**config.mk**
```make
export PLATFORM = sky130hd
export DESIGN_NAME = text_token_lexer_unit
export DESIGN_NICKNAME = d
export VERILOG_FILES = /design/src/sv/ttl_pkg.sv /design/src/sv/ttl_lex_core.sv /design/src/sv/ttl_emitter.sv /design/src/sv/text_token_lexer_unit.sv
export SDC_FILE = /design/constraint.sdc
export NUM_CORES = 1
export LEC_CHECK = 0
export ABC_CLOCK_PERIOD_IN_PS = 15400
export BUFFER_PORTS_ARGS = -buffer_cell sky130_fd_sc_hd__buf_2
export CAP_MARGIN = 30
export CORE_ASPECT_RATIO = 1.25
export CORE_MARGIN = 2
export CORE_UTILIZATION = 50
export DETAILED_ROUTE_END_ITERATION = 10
export PLACE_DENSITY = 0.67
export SYNTH_ARGS = -nofsm -noshare
export SYNTH_HDL_FRONTEND = slang
export SYNTH_SLANG_ARGS = --single-unit
```
**constraint.sdc**
```tcl
create_clock -name clk_i -period 15.4 [get_ports clk_i]
set_clock_uncertainty 0.1 [all_clocks]
set_input_delay 3.85 -clock clk_i [delete_from_list [all_inputs] [get_ports clk_i]]
set_output_delay 3.85 -clock clk_i [all_outputs]
set_load 0.01 [all_outputs]
```
**src/sv/ttl_pkg.sv**
```systemverilog
`timescale 1ns / 1ps
// Shared types and constants for the text token lexer.
// Used by ttl_lex_core, ttl_emitter and text_token_lexer_unit; no dependencies.
package ttl_pkg;

  // Width of the internal byte position counter
  localparam int unsigned OFFSET_WIDTH = 16;
  // Width of offset and length fields on the result port
  localparam int unsigned FIELD_W      = 16;
  // Most tokens a single byte can produce
  localparam int unsigned MAX_TOKS     = 3;

  localparam logic [OFFSET_WIDTH-1:0] POS_LIMIT = {OFFSET_WIDTH{1'b1}};
  // Length of a one-byte token, at the widened position width
  localparam logic [OFFSET_WIDTH:0]   SPAN_ONE  = {{OFFSET_WIDTH{1'b0}}, 1'b1};

  localparam logic [31:0] HASH_MULT = 32'd97;
  localparam logic [31:0] DEC_MULT  = 32'd10;

  // Character codes
  localparam logic [7:0] CH_TAB    = 8'h09;
  localparam logic [7:0] CH_CR     = 8'h0D;
  localparam logic [7:0] CH_SPACE  = 8'h20;
  localparam logic [7:0] CH_QUOTE  = 8'h22;
  localparam logic [7:0] CH_LPAREN = 8'h28;
  localparam logic [7:0] CH_RPAREN = 8'h29;
  localparam logic [7:0] CH_COMMA  = 8'h2C;
  localparam logic [7:0] CH_MINUS  = 8'h2D;
  localparam logic [7:0] CH_ZERO   = 8'h30;
  localparam logic [7:0] CH_NINE   = 8'h39;
  localparam logic [7:0] CH_SEMI   = 8'h3B;
  localparam logic [7:0] CH_EQUAL  = 8'h3D;
  localparam logic [7:0] CH_UP_A   = 8'h41;
  localparam logic [7:0] CH_UP_Z   = 8'h5A;
  localparam logic [7:0] CH_LO_A   = 8'h61;
  localparam logic [7:0] CH_LBRACE = 8'h7B;
  localparam logic [7:0] CH_LO_Z   = 8'h7A;
  localparam logic [7:0] CH_RBRACE = 8'h7D;

  typedef enum logic [3:0] {
    TK_ERROR  = 4'd0,
    TK_LPAREN = 4'd1,
    TK_RPAREN = 4'd2,
    TK_LBRACE = 4'd3,
    TK_RBRACE = 4'd4,
    TK_COMMA  = 4'd5,
    TK_EQUAL  = 4'd6,
    TK_MINUS  = 4'd7,
    TK_SEMI   = 4'd8,
    TK_INT    = 4'd9,
    TK_IDENT  = 4'd10,
    TK_STRING = 4'd11,
    TK_END    = 4'd12
  } tok_kind_e;

  typedef enum logic [1:0] {
    ERR_NONE     = 2'd0,
    ERR_UNEXPECT = 2'd1,
    ERR_UNTERM   = 2'd2
  } err_cause_e;

  typedef enum logic [1:0] {
    RUN_NONE   = 2'd0,
    RUN_INT    = 2'd1,
    RUN_IDENT  = 2'd2,
    RUN_STRING = 2'd3
  } run_kind_e;

  typedef struct packed {
    tok_kind_e          kind;
    logic [FIELD_W-1:0] start;
    logic [FIELD_W-1:0] len;
    logic [31:0]        value;
    logic [31:0]        hash;
    err_cause_e         cause;
    logic               last;
  } tok_t;

  // Tokens produced by one byte, in emission order
  typedef struct packed {
    tok_t [MAX_TOKS-1:0] slot;
    logic [1:0]          cnt;
  } batch_t;

  // Saturate a position-sized value to the result field width
  function automatic logic [FIELD_W-1:0] clamp_field(input logic [OFFSET_WIDTH:0] v);
    logic [33:0] wide;
    wide = {{(33 - OFFSET_WIDTH){1'b0}}, v};
    if (wide > 34'd65535) begin
      return {FIELD_W{1'b1}};
    end
    return FIELD_W'(v);
  endfunction

endpackage

```
**src/sv/ttl_lex_core.sv**
```systemverilog
`timescale 1ns / 1ps
// Lexer state registers and the per-byte classification and token build logic.
// Depends on ttl_pkg.
module ttl_lex_core import ttl_pkg::*; (
  input  logic       clk_i,
  input  logic       rst_ni,
  input  logic       fire_i,
  input  logic [7:0] data_byte_i,
  input  logic       eob_i,
  output batch_t     batch_o
);

  run_kind_e               run_q, run_d;
  logic [OFFSET_WIDTH-1:0] pos_q, pos_d;
  logic [OFFSET_WIDTH-1:0] start_q, start_d;
  logic [31:0]             value_q, value_d;
  logic [31:0]             hash_q, hash_d;

  function automatic tok_kind_e punct_kind(input logic [7:0] c);
    unique case (c)
      CH_LPAREN: return TK_LPAREN;
      CH_RPAREN: return TK_RPAREN;
      CH_LBRACE: return TK_LBRACE;
      CH_RBRACE: return TK_RBRACE;
      CH_COMMA:  return TK_COMMA;
      CH_EQUAL:  return TK_EQUAL;
      CH_MINUS:  return TK_MINUS;
      CH_SEMI:   return TK_SEMI;
      default:   return TK_ERROR;
    endcase
  endfunction

  function automatic tok_t mk_tok(input tok_kind_e k, input logic [OFFSET_WIDTH:0] s,
                                  input logic [OFFSET_WIDTH:0] l, input logic [31:0] v,
                                  input logic [31:0] h, input err_cause_e e);
    tok_t t;
    t.kind  = k;
    t.start = clamp_field(s);
    t.len   = clamp_field(l);
    t.value = v;
    t.hash  = h;
    t.cause = e;
    t.last  = 1'b0;
    return t;
  endfunction

  // Byte classes
  logic        is_digit, is_letter, is_space, is_quote;
  tok_kind_e   pk;
  logic [31:0] digit_val, byte_val;

  assign is_digit  = (data_byte_i >= CH_ZERO) && (data_byte_i <= CH_NINE);
  assign is_letter = ((data_byte_i >= CH_LO_A) && (data_byte_i <= CH_LO_Z)) ||
                     ((data_byte_i >= CH_UP_A) && (data_byte_i <= CH_UP_Z));
  assign is_space  = (data_byte_i == CH_SPACE) ||
                     ((data_byte_i >= CH_TAB) && (data_byte_i <= CH_CR));
  assign is_quote  = (data_byte_i == CH_QUOTE);
  assign pk        = punct_kind(data_byte_i);
  assign digit_val = {24'd0, data_byte_i - CH_ZERO};
  assign byte_val  = {24'd0, data_byte_i};

  // Build the token list and the next run state for this byte
  always_comb begin
    tok_t                  toks [MAX_TOKS];
    logic [1:0]            n;
    logic                  fresh;
    logic [OFFSET_WIDTH:0] pos_x, start_x, after_x;

    run_d   = run_q;
    pos_d   = pos_q;
    start_d = start_q;
    value_d = value_q;
    hash_d  = hash_q;
    fresh   = 1'b1;
    n       = 2'd0;
    for (int i = 0; i < MAX_TOKS; i++) begin
      toks[i] = '0;
    end
    pos_x   = {1'b0, pos_q};
    start_x = {1'b0, start_q};
    after_x = (pos_q == POS_LIMIT) ? pos_x : pos_x + 1'b1;

    // Continue or close the pending run
    unique case (run_q)
      RUN_STRING: begin
        fresh = 1'b0;
        if (is_quote) begin
          toks[n] = mk_tok(TK_STRING, start_x, pos_x - start_x + 1'b1, '0, '0, ERR_NONE);
          n       = n + 2'd1;
          run_d   = RUN_NONE;
        end
      end
      RUN_INT: begin
        if (is_digit) begin
          value_d = value_q * DEC_MULT + digit_val;
          fresh   = 1'b0;
        end else begin
          toks[n] = mk_tok(TK_INT, start_x, pos_x - start_x, value_q, '0, ERR_NONE);
          n       = n + 2'd1;
          run_d   = RUN_NONE;
        end
      end
      RUN_IDENT: begin
        if (is_letter || is_digit) begin
          hash_d = hash_q * HASH_MULT + byte_val;
          fresh  = 1'b0;
        end else begin
          toks[n] = mk_tok(TK_IDENT, start_x, pos_x - start_x, '0, hash_q, ERR_NONE);
          n       = n + 2'd1;
          run_d   = RUN_NONE;
        end
      end
      RUN_NONE: begin
      end
    endcase

    // Lex the byte as the start of something new
    if (fresh && !is_space) begin
      if (pk != TK_ERROR) begin
        toks[n] = mk_tok(pk, pos_x, SPAN_ONE, '0, '0, ERR_NONE);
        n       = n + 2'd1;
      end else if (is_quote) begin
        run_d   = RUN_STRING;
        start_d = pos_q;
      end else if (is_digit) begin
        run_d   = RUN_INT;
        start_d = pos_q;
        value_d = digit_val;
      end else if (is_letter) begin
        run_d   = RUN_IDENT;
        start_d = pos_q;
        hash_d  = byte_val;
      end else begin
        toks[n] = mk_tok(TK_ERROR, pos_x, SPAN_ONE, '0, '0, ERR_UNEXPECT);
        n       = n + 2'd1;
      end
    end

    // Flush at end of buffer, or advance the position
    if (eob_i) begin
      // A run may have opened on this very byte
      start_x = {1'b0, start_d};
      unique case (run_d)
        RUN_INT: begin
          toks[n] = mk_tok(TK_INT, start_x, after_x - start_x, value_d, '0, ERR_NONE);
          n       = n + 2'd1;
        end
        RUN_IDENT: begin
          toks[n] = mk_tok(TK_IDENT, start_x, after_x - start_x, '0, hash_d, ERR_NONE);
          n       = n + 2'd1;
        end
        RUN_STRING: begin
          toks[n] = mk_tok(TK_ERROR, {1'b0, start_d}, pos_x - {1'b0, start_d} + 1'b1,
                           '0, '0, ERR_UNTERM);
          n       = n + 2'd1;
        end
        RUN_NONE: begin
        end
      endcase
      toks[n] = mk_tok(TK_END, pos_x + 1'b1, '0, '0, '0, ERR_NONE);
      n       = n + 2'd1;
      run_d   = RUN_NONE;
      pos_d   = '0;
      start_d = '0;
      value_d = '0;
      hash_d  = '0;
    end else if (pos_q != POS_LIMIT) begin
      pos_d = pos_q + 1'b1;
    end

    // Mark the final token of the beat
    for (int i = 0; i < MAX_TOKS; i++) begin
      toks[i].last = (2'(i) == n - 2'd1);
      batch_o.slot[i] = toks[i];
    end
    batch_o.cnt = n;
  end

  // Hold run state; update on each accepted beat
  always_ff @(posedge clk_i or negedge rst_ni) begin
    if (!rst_ni) begin
      run_q   <= RUN_NONE;
      pos_q   <= '0;
      start_q <= '0;
      value_q <= '0;
      hash_q  <= '0;
    end else if (fire_i) begin
      run_q   <= run_d;
      pos_q   <= pos_d;
      start_q <= start_d;
      value_q <= value_d;
      hash_q  <= hash_d;
    end
  end

  a_eob_resets: assert property (@(posedge clk_i) disable iff (!rst_ni)
    fire_i && eob_i |=> run_q == RUN_NONE && pos_q == '0)
    else $error("state not cleared after end of buffer");

  a_eob_emits: assert property (@(posedge clk_i) disable iff (!rst_ni)
    fire_i && eob_i |-> batch_o.cnt != 2'd0)
    else $error("end of buffer produced no token");

  a_start_order: assert property (@(posedge clk_i) disable iff (!rst_ni)
    run_q != RUN_NONE |-> start_q <= pos_q)
    else $error("run start beyond current position");

endmodule

```
**src/sv/ttl_emitter.sv**
```systemverilog
`timescale 1ns / 1ps
// Result buffer: holds the tokens of one byte and drains them one beat a cycle while out_stall_i is low.
// Depends on ttl_pkg.
module ttl_emitter import ttl_pkg::*; (
  input  logic   clk_i,
  input  logic   rst_ni,
  input  logic   in_valid_i,
  input  batch_t batch_i,
  output logic   in_stall_o,
  output logic   fire_o,
  output logic   out_valid_o,
  input  logic   out_stall_i,
  output tok_t   tok_o
);

  tok_t       slot_q [MAX_TOKS];
  logic [1:0] cnt_q;
  logic       pop, load_ok;

  assign out_valid_o = (cnt_q != 2'd0);
  assign pop         = out_valid_o && !out_stall_i;
  // Take a new batch when empty or when the final token leaves this cycle
  assign load_ok     = (cnt_q == 2'd0) || ((cnt_q == 2'd1) && pop);
  assign in_stall_o  = !load_ok;
  assign fire_o      = in_valid_i && load_ok;
  assign tok_o       = slot_q[0];

  // Count of tokens still held
  always_ff @(posedge clk_i or negedge rst_ni) begin
    if (!rst_ni) begin
      cnt_q <= 2'd0;
    end else if (fire_o) begin
      cnt_q <= batch_i.cnt;
    end else if (pop) begin
      cnt_q <= cnt_q - 2'd1;
    end
  end

  // Load a fresh batch or advance the queue
  always_ff @(posedge clk_i) begin
    if (fire_o) begin
      for (int i = 0; i < MAX_TOKS; i++) begin
        slot_q[i] <= batch_i.slot[i];
      end
    end else if (pop) begin
      for (int i = 0; i < MAX_TOKS - 1; i++) begin
        slot_q[i] <= slot_q[i+1];
      end
    end
  end

  a_last_single: assert property (@(posedge clk_i) disable iff (!rst_ni)
    cnt_q == 2'd1 |-> slot_q[0].last)
    else $error("final held token not marked last");

  a_last_early: assert property (@(posedge clk_i) disable iff (!rst_ni)
    cnt_q > 2'd1 |-> !slot_q[0].last)
    else $error("last marked before the final token");

  a_load_shows: assert property (@(posedge clk_i) disable iff (!rst_ni)
    fire_o && batch_i.cnt != 2'd0 |=> out_valid_o)
    else $error("loaded tokens not presented");

endmodule

```
**src/sv/text_token_lexer_unit.sv**
```systemverilog
`timescale 1ns / 1ps
// Text token lexer top level. The first token of a byte appears in the cycle
// after the byte is accepted. Throughput: one byte per cycle while each byte
// yields at most one token and the result side does not stall; a byte that yields
// more than one token holds the input until its last token leaves the result port.
// Reset (async, active low) clears run state, byte position and the buffer.
module text_token_lexer_unit import ttl_pkg::*; (
  input  logic        clk_i,
  input  logic        rst_ni,
  input  logic        in_valid_i,
  output logic        in_stall_o,
  input  logic [7:0]  data_byte_i,
  input  logic        end_of_buffer_i,
  output logic        out_valid_o,
  input  logic        out_stall_i,
  output logic [3:0]  token_kind_o,
  output logic [15:0] start_offset_o,
  output logic [15:0] token_length_o,
  output logic [31:0] literal_value_o,
  output logic [31:0] ident_hash_o,
  output logic [1:0]  error_cause_o,
  output logic        last_result_o
);

  batch_t batch;
  tok_t   tok;
  logic   fire;

  ttl_lex_core u_core (
    .clk_i       (clk_i),
    .rst_ni      (rst_ni),
    .fire_i      (fire),
    .data_byte_i (data_byte_i),
    .eob_i       (end_of_buffer_i),
    .batch_o     (batch)
  );

  ttl_emitter u_emit (
    .clk_i       (clk_i),
    .rst_ni      (rst_ni),
    .in_valid_i  (in_valid_i),
    .batch_i     (batch),
    .in_stall_o  (in_stall_o),
    .fire_o      (fire),
    .out_valid_o (out_valid_o),
    .out_stall_i (out_stall_i),
    .tok_o       (tok)
  );

  // Unpack the head token onto the result ports
  assign token_kind_o    = tok.kind;
  assign start_offset_o  = tok.start;
  assign token_length_o  = tok.len;
  assign literal_value_o = tok.value;
  assign ident_hash_o    = tok.hash;
  assign error_cause_o   = tok.cause;
  assign last_result_o   = tok.last;

endmodule

```
==> Yosys cells after proc, flatten, opt, wreduce, memory -nomap -nowiden <==
Memories as Yosys holds them, arrays and structs flattened.
Index checks and enable logic that the tools add are counted.
{ "classes": {"n_addsub": 15, "mul": 2, "n_lt_le_gt_ge": 19, "eq_ne": 21, "mux": 120, "bitwise": 5, "reduce_logical": 26} }
{ "ops": {"columns": ["op", "count"], "rows": [
  ["two-way mux 309 bit", 7],
  ["bitwise mux 309 bit", 6],
  ["one-hot mux 309 bit (3 select lines)", 1],
  ["two-way mux 103 bit", 8],
  ["demux 103 bit (select 2 bit)", 3],
  ["two-way mux 32 bit", 15],
  ["two-way mux 16 bit", 27],
  ["one-hot mux 103 bit (3 select lines)", 1],
  ["> comparator 17 x 16 -> 1 bit (second input constant)", 5],
  ["adder 32 x 8 -> 32 bit", 2],
  ["== test 8 x 6 -> 1 bit (second input constant)", 8],
  ["two-way mux 2 bit", 19],
  ["adder 17 x 1 -> 17 bit (second input constant)", 2],
  ["subtractor 16 x 16 -> 17 bit", 2],
  ["multiplier 32 x 3 -> 31 bit (second input constant)", 1],
  ["multiplier 32 x 7 -> 32 bit (second input constant)", 1],
  ["one-hot mux 4 bit (8 select lines)", 1],
  ["two-way mux 1 bit", 28],
  ["adder 16 x 1 -> 17 bit (second input constant)", 1],
  ["two-way mux 17 bit", 1],
  ["subtractor 17 x 16 -> 17 bit", 1],
  ["adder 16 x 1 -> 16 bit (second input constant)", 1],
  ["== test 16 bit (second input constant)", 1],
  ["== test 8 x 7 -> 1 bit (second input constant)", 2],
  ["other kinds (28)", 64]
]} }
{ "word_totals": {"reg_bits": 100, "mem_bits_rw": 309, "inputBits": 13, "output_inout_bits": 105, "wordCells": 215, "mem_count": 1} }
{ "mem_list": {"columns": ["name", "depth", "width", "read_ports", "rd_clocked_by_memory_dff", "wr", "line_no", "source"], "rows": [
  ["u_emit.slot_q", 3, 103, 3, 0, 3, "ttl_emitter.sv:16", "tok_t slot_q [MAX_TOKS];"]
]} }

==> Logic depth before layout (Yosys ltp) <==
Gate-level depths: netlist of run 1.
{ "logic_depth": {"word_depth": 23, "depth_mapped": 27, "depth_no_buf": 25} }

==> Hierarchy <==
Synthesis of run 1 repeated with hierarchy kept, for this count alone.
{ "unflattened": {"cells_unflattened": 3330, "area_unflattened_um2": 31542.8} }
{ "modules_own_cells": {"columns": ["module", "instances", "cells_each", "area_per_inst_um2", "seq_area_each_um2"], "rows": [
  ["ttl_lex_core", 1, 2667, 18831.8, 2452.4],
  ["ttl_emitter", 1, 663, 12710.9, 9328.9]
]} }

==> Least setup slack after synthesis of run 1 <==
Ideal clock, no wire load.
{ "synth_path": {"path_kind": "input to register", "startpoint": "input port data_byte_i[4]", "endpoint": "memory u_emit.slot_q[0][82] (netlist name) (data pin)", "setup_ps": 132, "arrival_time_ps": 9446, "required_time_ps": 15168, "setup_slack_ps": 5722, "cell_stages": 26, "path_buffers": 3, "cell_sequence": "ha_1 -> clkbuf_1 -> and4_1 -> a211o_1 -> a2111o_1 -> a21oi_1 -> buf_2 -> buf_2 -> nor2_1 -> a21oi_1 -> inv_1 -> ha_1 -> inv_1 -> ha_1 -> fa_1 -> a211o_1 -> a21oi_1 -> o21ai_0 -> a2111oi_0 -> o41ai_1 -> a21oi_1 -> xnor2_1 -> o32ai_1 -> nor4b_1 -> o22a_1 -> a221o_1"} }
{ "synth_rtl": {"columns": ["item", "line_no", "source"], "rows": [
  ["start, declared", "text_token_lexer_unit.sv:12", "input logic [7:0] data_byte_i,"],
  ["end, declared", "ttl_emitter.sv:16", null]
]} }

==> flow_summary.html, run 1 <==
<table>
<tr><th>Metric</th><th>Value</th></tr>
<tr><th colspan="2">Job</th></tr>
<tr><td>MaxCap Viol Count</td><td>0</td></tr>
<tr><th colspan="2">Synthesis</th></tr>
<tr><td>Prevailing post-synth register cell</td><td>edfxtp_1</td></tr>
<tr><td>Mux contribution to synthesized area</td><td>less than 1%</td></tr>
<tr><td>Count of flip-flops with a built-in enable after synthesis</td><td>308</td></tr>
<tr><td>Avg Synthesized Cell Area</td><td>9.147 sq um</td></tr>
<tr><td>Dominant combinational cell family by area after synthesis</td><td>compound AO/OA/AOI/OAI gates</td></tr>
<tr><td>Adder and majority gate portion of the synthesized area</td><td>between 10% and 20%</td></tr>
<tr><td>Yosys warning count</td><td>0</td></tr>
<tr><td>Synthesized instance count</td><td>3361</td></tr>
<tr><td>Area share of and/or/nand/nor cells after synthesis</td><td>14.88%</td></tr>
<tr><td>Xor/xnor cell area share of the yosys netlist</td><td>3.842%</td></tr>
<tr><td>Synthesized area</td><td>30740 sq um</td></tr>
<tr><td>Async set-reset flop share out of synthesis</td><td>approximately a quarter</td></tr>
<tr><td>Number of synthesized register bits</td><td>408</td></tr>
<tr><td>Post-synthesis compound-gate area fraction</td><td>22.30%</td></tr>
<tr><td>Sequential element share of the synthesized area</td><td>38.23%</td></tr>
<tr><td>Syn_nets</td><td>approximately 3.7k</td></tr>
<tr><td>Distinct cells, synth</td><td>104</td></tr>
<tr><th colspan="2">Clock network</th></tr>
<tr><td>Clk buf depth</td><td>3</td></tr>
<tr><td>Number of H-tree levels</td><td>2</td></tr>
<tr><td>Num Clock Sinks</td><td>408</td></tr>
<tr><td>Number of buffers inserted during clock tree synthesis</td><td>46</td></tr>
<tr><td>Total of cells resized after clock tree synthesis</td><td>0</td></tr>
<tr><td>Number of buffers added to fix hold violations after cts</td><td>0</td></tr>
<tr><td>Clock latency on the worst-skew pair</td><td>610 ps</td></tr>
<tr><td>CTS tree</td><td>done</td></tr>
<tr><td>Buffer cell driving the clock tree root</td><td>clkbuf_16</td></tr>
<tr><td>Clk slew on worst S/H paths</td><td>70 ps</td></tr>
<tr><td>Setup bufs post-CTS</td><td>0</td></tr>
<tr><th colspan="2">Floorplan</th></tr>
<tr><td>Full die area</td><td>63500 sq um</td></tr>
<tr><td>Area of the core</td><td>slightly above 60000 sq um</td></tr>
<tr><td>I/O pin cnt</td><td>118</td></tr>
<tr><td>Die extent in x</td><td>225.8 um</td></tr>
<tr><td>Vert. Die Dim</td><td>around 280 um</td></tr>
<tr><td>Standard-cell rows</td><td>101</td></tr>
<tr><td>Effective utilization at floorplan</td><td>50.58%</td></tr>
<tr><th colspan="2">Critical path</th></tr>
<tr><td>Crit. End Element</td><td>register</td></tr>
<tr><td>R2R setup slack</td><td>8690 ps</td></tr>
<tr><td>Worst path arrival time</td><td>10550 ps</td></tr>
<tr><td>Slowest cell on crit path</td><td>xor2_1</td></tr>
<tr><td>Crit path max-delay family</td><td>compound AO/OA/AOI/OAI gates</td></tr>
<tr><td>Worst reg-to-reg path cell count</td><td>22</td></tr>
<tr><td>Buffers plus inverters on the worst setup path</td><td>5</td></tr>
<tr><td>Startpoint-to-endpoint class of the critical path</td><td>input port to register</td></tr>
<tr><td>Type of origin of the critical path</td><td>input port</td></tr>
<tr><td>Required time of the critical path</td><td>15780 ps</td></tr>
<tr><td>Highest fanout seen on the critical path</td><td>30</td></tr>
<tr><td>End of the worst register-to-register path</td><td>u_emit.slot_q[0][77]</td></tr>
<tr><td>Crit Reg-Reg Startpoint</td><td>u_core.pos_q[0]</td></tr>
<tr><td>Biggest cell delay along the critical path</td><td>between 400 and 500 ps</td></tr>
<tr><th colspan="2">Power and ir drop</th></tr>
<tr><td>Static Leakage</td><td>roughly 0.014 uW</td></tr>
<tr><td>Sw frac</td><td>44.08%</td></tr>
<tr><td>Fraction of power consumed by combinational cells</td><td>48.9%</td></tr>
<tr><td>Total internal power</td><td>about 3300 uW</td></tr>
<tr><td>Pwr per Cell Area</td><td>around 180 nW/um^2</td></tr>
<tr><td>Peak VDD IR</td><td>0.0001276 V</td></tr>
<tr><td>Switching Power</td><td>between 2000 and 3000 uW</td></tr>
<tr><td>Clk network pwr share</td><td>between 10% and 20%</td></tr>
<tr><td>Sequential cell fraction of total power</td><td>31.5%</td></tr>
<tr><th colspan="2">Global routing</th></tr>
<tr><td>GRT busiest layer</td><td>met2</td></tr>
<tr><td>First-pass GRT wire length</td><td>about 150000 um</td></tr>
<tr><td>Maximum number of pins on one net before global-route repair</td><td>between 150 and 200</td></tr>
<tr><td>Sum of overflow across all layers after global routing</td><td>0</td></tr>
<tr><td>Antenna violations before repair</td><td>0</td></tr>
<tr><td>Met3 track utilization from global routing</td><td>3.471%</td></tr>
<tr><td>Met2 GRT Util</td><td>a little over half</td></tr>
<tr><td>All-layer global routing usage</td><td>roughly 30%</td></tr>
<tr><td>Met1 usage in global routing</td><td>~37%</td></tr>
<tr><td>Via count of the first global-routing pass</td><td>around 26k</td></tr>
<tr><th colspan="2">Placed design</th></tr>
<tr><td>Placement-stage worst setup slack</td><td>~4800 ps</td></tr>
<tr><td>Count of buffers from port buffering</td><td>around 120</td></tr>
<tr><td>Placed wire-length estimate</td><td>70030 um</td></tr>
<tr><td>Standard cell area after detailed placement</td><td>31270 sq um</td></tr>
<tr><td>Gp weighted congestion</td><td>0.9740</td></tr>
<tr><th colspan="2">Layout</th></tr>
<tr><td>P&amp;R area growth vs syn</td><td>6.744%</td></tr>
<tr><td>Post-layout instance area</td><td>32820 sq um</td></tr>
<tr><td>Area used by multi-input combinational logic</td><td>16770 sq um</td></tr>
<tr><td>Area taken by flip-flops and latches</td><td>11750 sq um</td></tr>
<tr><td>Fill cell instance count of the final layout</td><td>5584</td></tr>
<tr><td>Leading cell type in the layout, fill and taps excluded</td><td>nand2_1</td></tr>
<tr><td>Layout cell share with drive strength beyond 1</td><td>8.913%</td></tr>
<tr><td>Commonest cells after routing, fill and taps aside</td><td>nand2_1 (342), edfxtp_1 (308), nor2_1 (293)</td></tr>
<tr><td>Net count reported at finish</td><td>roughly 3.6k</td></tr>
<tr><th colspan="2">Timing</th></tr>
<tr><td>Final worst-path setup slack</td><td>5230 ps</td></tr>
<tr><td>Slew at the pin with the worst max-slew slack</td><td>1115 ps</td></tr>
<tr><td>RSZ-0062 raised after global routing</td><td>false</td></tr>
<tr><td>Final-report setup violation count</td><td>0</td></tr>
<tr><td>Final setup TNS</td><td>0 ps</td></tr>
<tr><td>Worst slew margin relative to its limit</td><td>25.65%</td></tr>
<tr><td>Final period demand of the worst path</td><td>10170 ps</td></tr>
<tr><td>Maximum achievable frequency</td><td>98.33 MHz</td></tr>
<tr><td>Share of the clock period used by the worst path after layout</td><td>66.04%</td></tr>
<tr><td>Final hold violations</td><td>0</td></tr>
<tr><td>Final max-slew violation count</td><td>0</td></tr>
<tr><th colspan="2">Detailed routing</th></tr>
<tr><td>Remaining design rule violation count</td><td>0</td></tr>
<tr><td>Post-DR wirelength/cell</td><td>23.33 um</td></tr>
<tr><td>Via count</td><td>~26k</td></tr>
<tr><td>Count of routing violations after the opening detailed-route iteration</td><td>2079</td></tr>
<tr><td>Count of TritonRoute iterations in the first routing pass</td><td>6</td></tr>
<tr><td>Remaining number of nets flagged by the antenna check after routing</td><td>0</td></tr>
<tr><td>Total wire length</td><td>around 97000 um</td></tr>
<tr><td>Vias per cell</td><td>6.260</td></tr>
<tr><th colspan="2">Run status</th></tr>
<tr><td>Outcome</td><td>complete, no violations</td></tr>
<tr><th colspan="2">Worst hold path</th></tr>
<tr><td>Min-Delay Startpoint</td><td>u_emit.cnt_q[1]</td></tr>
<tr><td>End of the worst hold path</td><td>u_emit.cnt_q[1]</td></tr>
<tr><td>Kind of path behind the tightest hold check</td><td>register to register</td></tr>
<tr><td>Worst Hold Depth</td><td>2</td></tr>
</table>
## flip-flops by register name, indices dropped and copies added, names as in the netlist
signal and cells:
u_emit.cnt_q 2, u_core.start_q 16, u_emit.slot_q 308, u_core.value_q 32, u_core.pos_q 16, u_core.run_q 2, u_core.hash_q 32
## routing by layer
metal	share of wire [%]	vias to the layer above
li1	-	12060
met1	40	12700
met2	50	927
met3	5.2	263
met4	5.0	0
met5	0	-
## Yosys cell counts, types with 25 or more instances
master / instances / area, sq um
a211oi_1: 29 / 217.7
a21o_1: 45 / 337.8
a21oi_1: 237 / 1186
a221oi_1: 49 / 429.2
a22o_1: 65 / 569.3
a31oi_1: 27 / 168.9
and2_1: 36 / 225.2
and3_1: 27 / 168.9
buf_2: 28 / 140.1
buf_4: 102 / 765.7
clkbuf_1: 146 / 548.0
dfrtp_1: 100 / 2502
edfxtp_1: 308 / 9249
fa_1: 32 / 640.6
ha_1: 258 / 3228
inv_1: 210 / 788.3
nand2_1: 343 / 1287
nand2b_1: 25 / 156.4
nand3_1: 46 / 230.2
nor2_1: 295 / 1107
nor3_1: 66 / 330.3
o21a_1: 35 / 262.8
o21ai_0: 237 / 1186
o22ai_1: 48 / 300.3
xnor2_1: 87 / 762.0
xor2_1: 46 / 402.9
## worst min-delay path, delay by kind of cell, from the launching register on
kind / cells / cell delay (ps)
AND/OR/NAND/NOR: 1 / 50
flip-flops: 1 / 340
AO/OA/AOI/OAI: 1 / 60
## cell families (layout without fill, tap and decap cells)
group,Yosys count,after routing
muxes,24,24
buffers and inverters,493,453
other,0,1
and+or+nand+nor,984,984
xor gates and xnor gates,134,134
DFF,408,408
adders and majority gates,290,290
AOI/OAI and AO/OA,1028,1028
## power groups by stage
stage	sequential (uW)	clock [uW]	combinational, uW
after floorplan	1830	0	2070
after global placement	1860	0	2790
after global routing	1880	1200	3110
final	1850	1150	2860
after CTS	1850	1160	2830
after detailed placement	1870	0	2820
## cell type report
class,count,share of cell area (%)
clock inverter,26,0.9570
clock buffer,59,3.748
tap,824,3.142
sequential,408,35.81
inverter,213,2.475
multi-input combinational,2460,51.09
antenna,1,0.007626
timing repair buffer,155,2.768
## how the worst max path moves through the flow
stage                         from              endpoint  slack, ps  cells past startpoint
floorplan           data_byte_i[4]  u_emit.slot_q[0][82]       5720                     26
global placement    data_byte_i[4]  u_emit.slot_q[0][82]       4850                     26
detailed placement  data_byte_i[4]  u_emit.slot_q[0][82]       4770                     26
CTS                 data_byte_i[4]  u_emit.slot_q[0][82]       5370                     26
global route        data_byte_i[4]  u_emit.slot_q[0][82]       4760                     27
finish              data_byte_i[4]  u_emit.slot_q[0][82]       5230                     26
## stage by stage
step | utilization, % | hold WS (ps) | std cells | total power [uW]
after CTS | 53.98 | 393.7 | 4145 | 5849
after floorplan | - | 355.9 | 3361 | 3895
after detailed placement | 51.44 | 379.9 | 4060 | 4683
after global routing | 53.98 | 431.0 | 4145 | 6191
after global placement | 51.36 | 374.1 | 4056 | 4644
final | 53.99 | 392.4 | 4146 | 5864
No activity file was read; power rests on OpenSTA's default activity.
==> run 2, diff against run 1 <==
Settings changed: ABC_CLOCK_PERIOD_IN_PS 15400 to 10500.
Clock period 15.4 ns to 10.5 ns, I/O delays scaled along.
==> flow_summary.html, run 2 (synthesis gave the netlist of run 1 again) <==
<table>
<tr><th>Metric</th><th>Value</th></tr>
<tr><th colspan="2">Run status</th></tr>
<tr><td>Outcome</td><td>complete, no violations</td></tr>
<tr><th colspan="2">Placed design</th></tr>
<tr><td>Placed wire-length estimate</td><td>69460 um (-0.81%)</td></tr>
<tr><td>Count of buffers from port buffering</td><td>117 (unchanged)</td></tr>
<tr><td>Gp weighted congestion</td><td>0.9671 (-0.71%)</td></tr>
<tr><td>Placement-stage worst setup slack</td><td>1063 ps (-3711 ps)</td></tr>
<tr><th colspan="2">Power and ir drop</th></tr>
<tr><td>Total internal power</td><td>4858 uW (+48%)</td></tr>
<tr><td>Clk network pwr share</td><td>20.1% (+0.5 points)</td></tr>
<tr><td>Switching Power</td><td>3829 uW (+48%)</td></tr>
<tr><td>Pwr per Cell Area</td><td>263.8 nW/um^2 (+48%)</td></tr>
<tr><td>Static Leakage</td><td>0.01380 uW (+0.49%)</td></tr>
<tr><td>Sequential cell fraction of total power</td><td>31.2% (-0.3 points)</td></tr>
<tr><td>Peak VDD IR</td><td>0.0002155 V (+69%)</td></tr>
<tr><td>Fraction of power consumed by combinational cells</td><td>48.7% (-0.2 points)</td></tr>
<tr><td>Sw frac</td><td>44.08% (about the same)</td></tr>
<tr><th colspan="2">Layout</th></tr>
<tr><td>Net count reported at finish</td><td>3596 (+0.25%)</td></tr>
<tr><td>Registers with the most flip-flops</td><td>u_emit.slot_q: 308 flops, u_core.hash_q: 32 flops, u_core.value_q: 32 flops</td></tr>
<tr><td>P&amp;R area growth vs syn</td><td>7.143%</td></tr>
<tr><td>Leading cell type in the layout, fill and taps excluded</td><td>nand2_1</td></tr>
<tr><td>Layout cell share with drive strength beyond 1</td><td>9.246% (+0.33 points)</td></tr>
<tr><td>Commonest cells after routing, fill and taps aside</td><td>nand2_1 (342), edfxtp_1 (308), nor2_1 (293)</td></tr>
<tr><td>Register name with the most flops</td><td>u_emit.slot_q</td></tr>
<tr><td>Number of diodes added for antenna fixing</td><td>0 (-1)</td></tr>
<tr><td>Number of flip-flops in the largest register</td><td>308 (unchanged)</td></tr>
<tr><th colspan="2">Clock network</th></tr>
<tr><td>Total of cells resized after clock tree synthesis</td><td>0 (unchanged)</td></tr>
<tr><td>CTS tree</td><td>done</td></tr>
<tr><td>Clk buf depth</td><td>3 (unchanged)</td></tr>
<tr><td>Number of buffers added to fix hold violations after cts</td><td>0 (unchanged)</td></tr>
<tr><td>Clk slew on worst S/H paths</td><td>70 ps (about the same)</td></tr>
<tr><td>Num Clock Sinks</td><td>408 (unchanged)</td></tr>
<tr><td>Number of H-tree levels</td><td>2 (unchanged)</td></tr>
<tr><td>Clock latency on the worst-skew pair</td><td>620 ps (about the same)</td></tr>
<tr><td>Number of buffers inserted during clock tree synthesis</td><td>46 (unchanged)</td></tr>
<tr><td>Setup bufs post-CTS</td><td>0 (unchanged)</td></tr>
<tr><td>Buffer cell driving the clock tree root</td><td>clkbuf_16</td></tr>
<tr><th colspan="2">Global routing</th></tr>
<tr><td>Antenna violations before repair</td><td>0 (unchanged)</td></tr>
<tr><td>Sum of overflow across all layers after global routing</td><td>0 (unchanged)</td></tr>
<tr><td>First-pass GRT wire length</td><td>149500 um (+0.37%)</td></tr>
<tr><td>Maximum number of pins on one net before global-route repair</td><td>94 (-40%)</td></tr>
<tr><td>Via count of the first global-routing pass</td><td>25.80k (+0.23%)</td></tr>
<tr><td>All-layer global routing usage</td><td>30.46% (+0.12 points)</td></tr>
<tr><th colspan="2">Detailed routing</th></tr>
<tr><td>Count of TritonRoute iterations in the first routing pass</td><td>7 (+1)</td></tr>
<tr><td>Post-DR wirelength/cell</td><td>23.36 um (+0.11%)</td></tr>
<tr><td>Remaining design rule violation count</td><td>0 (unchanged)</td></tr>
<tr><td>Via count</td><td>26.11k (+0.62%)</td></tr>
<tr><td>Count of routing violations after the opening detailed-route iteration</td><td>2392 (+15%)</td></tr>
<tr><td>Total wire length</td><td>97050 um (+0.33%)</td></tr>
<tr><td>Remaining number of nets flagged by the antenna check after routing</td><td>0 (unchanged)</td></tr>
<tr><td>Vias per cell</td><td>6.285 (+0.41%)</td></tr>
<tr><th colspan="2">Timing</th></tr>
<tr><td>Final max-slew violation count</td><td>0 (unchanged)</td></tr>
<tr><td>Final period demand of the worst path</td><td>8959 ps</td></tr>
<tr><td>Worst slew margin relative to its limit</td><td>25.79% (+0.14 points)</td></tr>
<tr><td>Final hold violations</td><td>0 (unchanged)</td></tr>
<tr><td>Slew at the pin with the worst max-slew slack</td><td>1101 ps (-13.75 ps)</td></tr>
<tr><td>RSZ-0062 raised after global routing</td><td>false</td></tr>
<tr><td>Share of the clock period used by the worst path after layout</td><td>85.32%</td></tr>
<tr><td>Final-report setup violation count</td><td>0 (unchanged)</td></tr>
<tr><td>Final setup TNS</td><td>0 ps (unchanged)</td></tr>
<tr><td>Maximum achievable frequency</td><td>about 110 MHz</td></tr>
<tr><td>Final worst-path setup slack</td><td>1541 ps (-3689 ps)</td></tr>
<tr><th colspan="2">Job</th></tr>
<tr><td>MaxCap Viol Count</td><td>0 (unchanged)</td></tr>
<tr><th colspan="2">Critical path</th></tr>
<tr><td>Required time of the critical path</td><td>10890 ps (-4890 ps)</td></tr>
<tr><td>Startpoint-to-endpoint class of the critical path</td><td>input port to register</td></tr>
<tr><td>Highest fanout seen on the critical path</td><td>11 (-63%)</td></tr>
<tr><td>Crit. End Element</td><td>register</td></tr>
<tr><td>Type of origin of the critical path</td><td>input port</td></tr>
<tr><td>Worst path arrival time</td><td>9350 ps (-1200 ps)</td></tr>
<tr><td>First element of the critical path</td><td>data_byte_i[4]</td></tr>
<tr><td>Crit Reg-Reg Startpoint</td><td>u_core.pos_q[0]</td></tr>
<tr><th colspan="2">Floorplan</th></tr>
<tr><td>Vert. Die Dim</td><td>281.2 um (unchanged)</td></tr>
<tr><td>Standard-cell rows</td><td>101 (unchanged)</td></tr>
<tr><td>I/O pin cnt</td><td>118 (unchanged)</td></tr>
<tr><td>Effective utilization at floorplan</td><td>50.58% (unchanged)</td></tr>
<tr><td>Area of the core</td><td>60780 sq um (unchanged)</td></tr>
<tr><td>Full die area</td><td>63500 sq um (unchanged)</td></tr>
<tr><td>Die extent in x</td><td>225.8 um (unchanged)</td></tr>
<tr><th colspan="2">Worst hold path</th></tr>
<tr><td>Kind of path behind the tightest hold check</td><td>register to register</td></tr>
<tr><td>Min-Delay Startpoint</td><td>u_core.value_q[31]</td></tr>
</table>
==> run 2: final cells by class <==
cell class	instances	area (sq um)
Tap cell	824	1031
Sequential cell	408	11750
Multi-Input combinational cell	2460	16770
Inverter	213	812.0
Clock buffer	53	1209
Fill cell	5539	27850
Clock inverter	33	390.4
Timing Repair Buffer	164	973.4
==> run 2: stage by stage <==
step	instances	cell area, sq um	hold slack (ps)	util [%]	total power, uW
finish	4155	32940	394.2	54.19	8687
floorplan	3361	30740	355.9	-	5713
global placement	4064	31270	371.4	51.44	6820
global route	4155	32940	439.8	54.19	9166
detailed placement	4067	31300	378.9	51.49	6882
CTS	4153	32900	392.9	54.12	8657
==> run 2: power groups by stage <==
| stage | clock [uW] | sequential [uW] | combinational, uW |
|---|---|---|---|
| after floorplan | 0 | 2680 | 3030 |
| after global placement | 0 | 2720 | 4100 |
| after detailed placement | 0 | 2740 | 4140 |
| after CTS | 1770 | 2710 | 4180 |
| after global routing | 1830 | 2760 | 4580 |
| final | 1750 | 2710 | 4230 |
==> run 2: worst max-delay path, cell delays in order <==
cell	delay, ps
buf_2	200
inv_1	130
ha_1	300
or3b_1	270
nor3_1	80
a211o_1	390
a2111o_1	430
a21oi_2	470
nor2_1	80
a21oi_1	400
inv_1	150
ha_1	300
inv_1	40
ha_1	230
fa_1	430
a211o_1	340
a21oi_1	180
o21ai_0	190
a2111oi_0	710
o41ai_1	170
a21oi_1	200
xnor2_1	180
o32ai_1	110
nor4b_1	450
o22a_1	190
a221o_1	100
==> run 2: path summary, 6_finish.rpt <==
check,to,slack (ps),cells after the start
max,u_emit.slot_q[0][82],1540,26
min,u_core.value_q[31],390,2
max reg2reg,u_emit.slot_q[0][71],3830,21
min reg2reg,u_core.value_q[31],390,2
max in group asynchronous,u_core.hash_q[20],7120,3
min in group asynchronous,u_core.pos_q[13],1950,1
==> run 2: per-layer routing <==
layer | global-route usage, % | wire, um | vias up
met5 | 0 | 0 | -
met4 | 16.37 | 5524 | 0
met3 | 3.753 | 5738 | 289
met2 | 51.82 | 47080 | 1070
met1 | 37.62 | 38710 | 12690
li1 | - | - | 12070
